===== config.mk =====
export PLATFORM = sky130hd
export DESIGN_NAME = dftc_mac
export DESIGN_NICKNAME = d
export VERILOG_FILES = /design/src/hdl/dftc_pkg.sv /design/src/hdl/dftc_mac.sv
export SDC_FILE = /design/constraint.sdc
export NUM_CORES = 2
export LEC_CHECK = 0
export BUFFER_PORTS_ARGS = -buffer_cell sky130_fd_sc_hd__buf_2
export CORE_MARGIN = 8
export CORE_UTILIZATION = 60
export CTS_CLUSTER_SIZE = 16
export DETAILED_ROUTE_END_ITERATION = 10
export GPL_TIMING_DRIVEN = 0
export PLACE_DENSITY = 0.82
export SYNTH_ARGS = -nofsm -noshare
export SYNTH_HDL_FRONTEND = slang
export SYNTH_SLANG_ARGS = --single-unit
export TNS_END_PERCENT = 30

===== constraint.sdc =====
create_clock -name clk_i -period 3.5 [get_ports clk_i]
set_input_delay 0.7 -clock clk_i [delete_from_list [all_inputs] [get_ports clk_i]]
set_output_delay 0.7 -clock clk_i [all_outputs]
set_load 0.01 [all_outputs]

===== src/hdl/dftc_pkg.sv =====
package dftc_pkg;

  localparam int SAMPLE_W   = 16;
  localparam int ADDR_W     = 10;
  localparam int BIN_W      = 10;
  localparam int TW_W       = 16;
  localparam int PROD_W     = SAMPLE_W + TW_W;
  localparam int ACC_W      = 42;
  localparam int POINTS_DEF = 1024;

  // shift count for the step reduction, walks from BIN_W-1 down to zero
  localparam int SH_W = $clog2(BIN_W);

  localparam longint Q30_ONE      = 64'sd1073741824;
  localparam longint Q30_HALF_PI  = 64'sd1686629713;
  localparam int     TAYLOR_TERMS = 12;

  typedef enum logic [1:0] {
    ST_IDLE,
    ST_PREP,
    ST_RUN,
    ST_DRAIN
  } state_e;

  typedef struct packed {
    logic clr;
    logic vld;
  } mac_ctrl_t;

  typedef struct packed {
    logic busy;
  } mac_stat_t;

  // restoring long division for non-negative operands
  function automatic longint udiv(input longint num, input longint den);
    longint quo;
    longint rem;
    quo = 0;
    rem = 0;
    for (int b = 62; b >= 0; b--) begin
      rem = (rem <<< 1) | ((num >>> b) & 64'sd1);
      quo = quo <<< 1;
      if (rem >= den) begin
        rem = rem - den;
        quo = quo | 64'sd1;
      end
    end
    return quo;
  endfunction

  // truncating q30 series for cos (odd = 0) or sin (odd = 1) of a in [0, pi/2)
  function automatic longint taylor(input longint a, input logic odd);
    longint term;
    longint sum;
    longint d;
    term = odd ? a : Q30_ONE;
    sum  = 0;
    for (int i = 0; i < TAYLOR_TERMS; i++) begin
      d = odd ? longint'((2 * i + 2) * (2 * i + 3)) : longint'((2 * i + 1) * (2 * i + 2));
      if ((i % 2) == 1) sum = sum - term;
      else sum = sum + term;
      term = (term * a) >>> 30;
      term = (term * a) >>> 30;
      term = udiv(term, d);
    end
    return sum;
  endfunction

  function automatic logic signed [TW_W-1:0] q30_to_q15(input longint v);
    longint c;
    longint r;
    c = v;
    if (c < 0) c = 0;
    if (c > Q30_ONE) c = Q30_ONE;
    r = (c + 64'sd16384) >>> 15;
    if (r > 64'sd32767) r = 64'sd32767;
    return TW_W'(r);
  endfunction

endpackage


===== src/hdl/dftc_mac.sv =====
module dftc_mac (
  input  logic                                    clk_i,
  input  logic                                    rst_ni,
  input  dftc_pkg::mac_ctrl_t                     ctrl_i,
  input  logic signed [dftc_pkg::SAMPLE_W-1:0]    x_i,
  input  logic signed [dftc_pkg::TW_W-1:0]        cos_i,
  input  logic signed [dftc_pkg::TW_W-1:0]        sin_i,
  output dftc_pkg::mac_stat_t                     stat_o,
  output logic signed [dftc_pkg::ACC_W-1:0]       acc_re_o,
  output logic signed [dftc_pkg::ACC_W-1:0]       acc_im_o
);

  localparam int EXT_W = dftc_pkg::ACC_W - dftc_pkg::PROD_W;

  logic                                  pvld_q;
  logic signed [dftc_pkg::PROD_W-1:0]    prod_re_q;
  logic signed [dftc_pkg::PROD_W-1:0]    prod_im_q;
  logic signed [dftc_pkg::PROD_W-1:0]    prod_re_d;
  logic signed [dftc_pkg::PROD_W-1:0]    prod_im_d;
  logic signed [dftc_pkg::ACC_W-1:0]     acc_re_q;
  logic signed [dftc_pkg::ACC_W-1:0]     acc_im_q;
  logic signed [dftc_pkg::ACC_W-1:0]     ext_re;
  logic signed [dftc_pkg::ACC_W-1:0]     ext_im;

  assign prod_re_d = x_i * cos_i;
  assign prod_im_d = x_i * sin_i;
  assign ext_re    = {{EXT_W{prod_re_q[dftc_pkg::PROD_W-1]}}, prod_re_q};
  assign ext_im    = {{EXT_W{prod_im_q[dftc_pkg::PROD_W-1]}}, prod_im_q};

  always_ff @(posedge clk_i or negedge rst_ni) begin
    if (!rst_ni) begin
      pvld_q <= 1'b0;
    end else begin
      pvld_q <= ctrl_i.vld;
    end
  end

  always_ff @(posedge clk_i) begin
    prod_re_q <= prod_re_d;
    prod_im_q <= prod_im_d;
    if (ctrl_i.clr) begin
      acc_re_q <= '0;
      acc_im_q <= '0;
    end else if (pvld_q) begin
      // imaginary part takes the negative sine
      acc_re_q <= acc_re_q + ext_re;
      acc_im_q <= acc_im_q - ext_im;
    end
  end

  assign stat_o.busy = pvld_q;
  assign acc_re_o    = acc_re_q;
  assign acc_im_o    = acc_im_q;

endmodule


==> results.sh <==
export IMPL_viasPerCell=5.81
export IMPL_crit_fanout=5
export IMPL_dr_first_iter_drc_count=2042
export IMPL_post_drt_wl_per_cell_um=20.5
export IMPL_worst_setup_path_start_kind="primary input"
export IMPL_dr_pass1_iters=6
export IMPL_cts_sinks=149
export IMPL_dp_hpwl_um=63100
export IMPL_grt_overflow=0
export IMPL_synth_area_sq_um=28100
export IMPL_h_tree_depth=4
export IMPL_arrival_ns=6.53
export IMPL_synth_top_area_share_pct=37.5
export IMPL_clk_path_buf_depth=2
export IMPL_ioPinCount=137
export IMPL_track_usage_pct=30.3
export IMPL_path_class="in -> reg"
export IMPL_synth_seq_cells=149
export IMPL_drv_slew=0
export IMPL_yosys_area_top_type="fa_1"
export IMPL_synthMuxAreaShare_pct=1.51
export IMPL_std_cell_rows=79
export IMPL_grt_pass1_wl_um=128000
export IMPL_synth_edf_count=0
export IMPL_grt_max_degree=17
export IMPL_wl_um=83400
export IMPL_drc=0
export IMPL_max_slew_margin_pct=36.0
export IMPL_layout_drive_gt1_share_pct=18.4
export IMPL_antenna_found_initial=2
export IMPL_cts_root_buffer="clkbuf_16"
export IMPL_crit_path_end_kind="flip-flop"
export IMPL_port_buffer_count=136
export IMPL_yosys_top_cells_area="fa_1 37%, ha_1 11%, dfxtp_1 11%, inv_1 8.8%, and2_1 5.7%"
export IMPL_synth_xor_area_share_pct=3.83
export IMPL_synth_nets=3996
export IMPL_yosys_area_share_simple_pct=15.7
export IMPL_initial_core_util_pct=60.6
export IMPL_path_cells="buf_8 -> clkbuf_16 -> and2_4 -> fa_1 -> inv_2 -> fa_2 -> fa_2 -> fa_1 -> inv_2 -> fa_1 -> fa_1 -> ha_4 -> buf_4 -> inv_4 -> nor4_4 -> nand4_1 -> a21boi_2 -> o31a_1 -> nor3_4 -> o21a_1 -> nor3_4"
export IMPL_cts_hold_buffers=0
export IMPL_vias=23600
export IMPL_tns_ns=-92.41
export IMPL_n_fill_cell=3219
export IMPL_ys_types=73
export IMPL_fin_crit_sh_pct=178
export IMPL_regToRegEndpoint="acc_im_o[22]"
export IMPL_utilization_pct=73.0
export IMPL_status="finished, violations left"
export IMPL_rsz0062_at_grt="true"
export IMPL_ant_nets=0
export IMPL_clk_latency_ns=0.44
export IMPL_hold_viol=0
export IMPL_worstReg2RegStart="acc_im_o[0]"
export IMPL_die_width_um=232
export IMPL_crit_top_cell="fa_1"
export IMPL_nNetsFinal=4263
export IMPL_die_h_um=232
export IMPL_grt_pass1_vias=24500
export IMPL_synthAdderAreaFrac_pct=48.4
export IMPL_cp_required_ns=3.80
export IMPL_place_congestion=0.979
export IMPL_design_area_sq_um=33800
export IMPL_yosysSeqAreaShare_pct=10.6
export IMPL_pre_cts_ws_ns=-4.10
export IMPL_setup_ws_ns=-2.73
export IMPL_async_flop_share_pct=0.671
export IMPL_syn_avg_cell_area_sq_um=8.86
export IMPL_placed_area_sq_um=30200
export IMPL_reg2reg_depth=13
export IMPL_synth_top_family_by_area="adder cells"
export IMPL_max_clock_freq_mhz=160
export IMPL_setup_viol=51
export IMPL_clk_pin_slew_ns=0.07
export IMPL_ff2ff_setup_slack_ns=0.22
export IMPL_maxCapViolCount=0
export IMPL_cts_buffers=17
export IMPL_hp_class="in -> async"
export IMPL_netlist_instances=3172
export IMPL_synth_compound_area_share_pct=9.66
export IMPL_yosys_warnings=0
export IMPL_ys_flop_type="dfxtp_1"
export IMPL_cts_tree="built"
export IMPL_worst_pin_slew_ns=0.961
export IMPL_clock_skew_ns=0.0117
export IMPL_violations="negative setup slack"
export IMPL_slowest_stage="fa_1"
export IMPL_core_region_area_sq_um=46400
export IMPL_die_area_sq_um=54000
export IMPL_period_minus_slack_ns=6.23
export IMPL_area_delta_synth_final_pct=20.3
export IMPL_slowest_delay_ns=0.56
cell families after synthesis:
group           Yosys count
mux                      42
buf+inv                 769
simple gates            902
compound gates          415
xor+xnor                123
fa+ha+maj               772
flops                   149
routing by layer:
metal  track usage, %  up-vias  part of all wire (%)  routed length (um)
li1                 -    10400                     -                   -
met1             37.7    11600                    37               30600
met2             50.6     1234                    48               40200
met3             5.36      353                   9.5                7930
met4             15.0        0                   5.5                4610
met5                0        -                     0                   0
worst max-delay path by stage:
stage / depth (start not counted) / start / to
floorplan: 21 / x_i[15] / prod_im_q[30]
global placement: 22 / x_i[11] / prod_im_q[31]
detailed placement: 22 / x_i[11] / prod_im_q[31]
CTS: 23 / sin_i[1] / prod_im_q[30]
global route: 21 / x_i[7] / prod_im_q[31]
finish: 21 / x_i[7] / prod_im_q[31]
state kept, by name, indices dropped and copies added, names as in the netlist:
register and cells:
acc_im_o 42, acc_re_o 42, prod_im_q 32, prod_re_q 32
stat_o 1
cell type report:
| cell class | instances | area [sq um] | share of cell area (%) |
|---|---|---|---|
| inverters | 656 | 2470 | 7.31 |
| diodes | 1 | 2.50 | 0.00740 |
| repair buffers | 249 | 1840 | 5.45 |
| flip-flops and latches | 149 | 2990 | 8.83 |
| clock inverters | 12 | 156 | 0.462 |
| clock buffers | 19 | 433 | 1.28 |
| multi-input cells | 2254 | 23800 | 70.3 |
| plain buffers | 112 | 1400 | 4.13 |
| well taps | 607 | 759 | 2.25 |
metrics by stage:
| stage | hold slack, ns | instances |
|---|---|---|
| after floorplan | 0.404 | 3172 |
| after global routing | 0.0103 | 4058 |
| after CTS | 0.0109 | 4010 |
| after global placement | 0.470 | 3915 |
| final | 0.0184 | 4059 |
| after detailed placement | 0.475 | 3915 |
critical path: cells and delay by family:
kind / cells / cell delay (ns)
fa+ha+maj: 7 / 3.35
compound gates: 3 / 0.74
buf+inv: 6 / 0.53
simple gates: 5 / 1.19
cell usage after synthesis (5+ instances only):
library cell / n
a2111o_1: 5
a211oi_1: 26
a21o_1: 62
a21oi_1: 129
a31o_2: 8
a31oi_1: 13
and2_1: 257
and3_1: 8
and4_1: 7
buf_1: 11
clkbuf_1: 101
dfxtp_1: 148
fa_1: 526
ha_1: 246
inv_1: 656
mux2i_1: 39
nand2_1: 334
nand2b_1: 27
nand3_1: 28
nand4_1: 10
nor2_1: 150
nor2b_1: 14
nor3_1: 35
o211ai_1: 7
o21a_1: 13
o21ai_0: 65
o21bai_1: 21
o22ai_1: 6
o31ai_1: 6
or3_1: 8
xnor2_1: 91
xor2_1: 32
timing repair:
action	in CTS	in global routing
endpoints found under the setup margin	53	57
setup buffers	64	49
resized for setup	294	211
gates cloned	1	2
pin swaps	102	117
placed cells by master (no fill, tap or decap), drive strengths merged, types with 7 or more instances in the layout:
cell    Yosys  final
inv       656    657
fa        526    526
nand2     334    334
buf        11    283
and2      257    257
ha        246    246
nor2      150    150
dfxtp     148    148
a21oi     131    131
clkbuf    102     97
xnor2      91     91
o21ai      69     69
a21o       62     62
mux2i      39     39
nor3       35     35
xor2       32     32
nand3      28     28
nand2b     27     27
a211oi     26     26
o21bai     21     21
nor2b      14     14
o21a       13     13
a31oi      13     13
nand4      10     10
a31o        9      9
or3         8      8
and3        8      8
o211ai      7      7
and4        7      7
o31ai       7      7
Power is left out: the tool's default activity adds up to more than one toggle a clock period on the data nets, which glitch-free logic cannot reach.
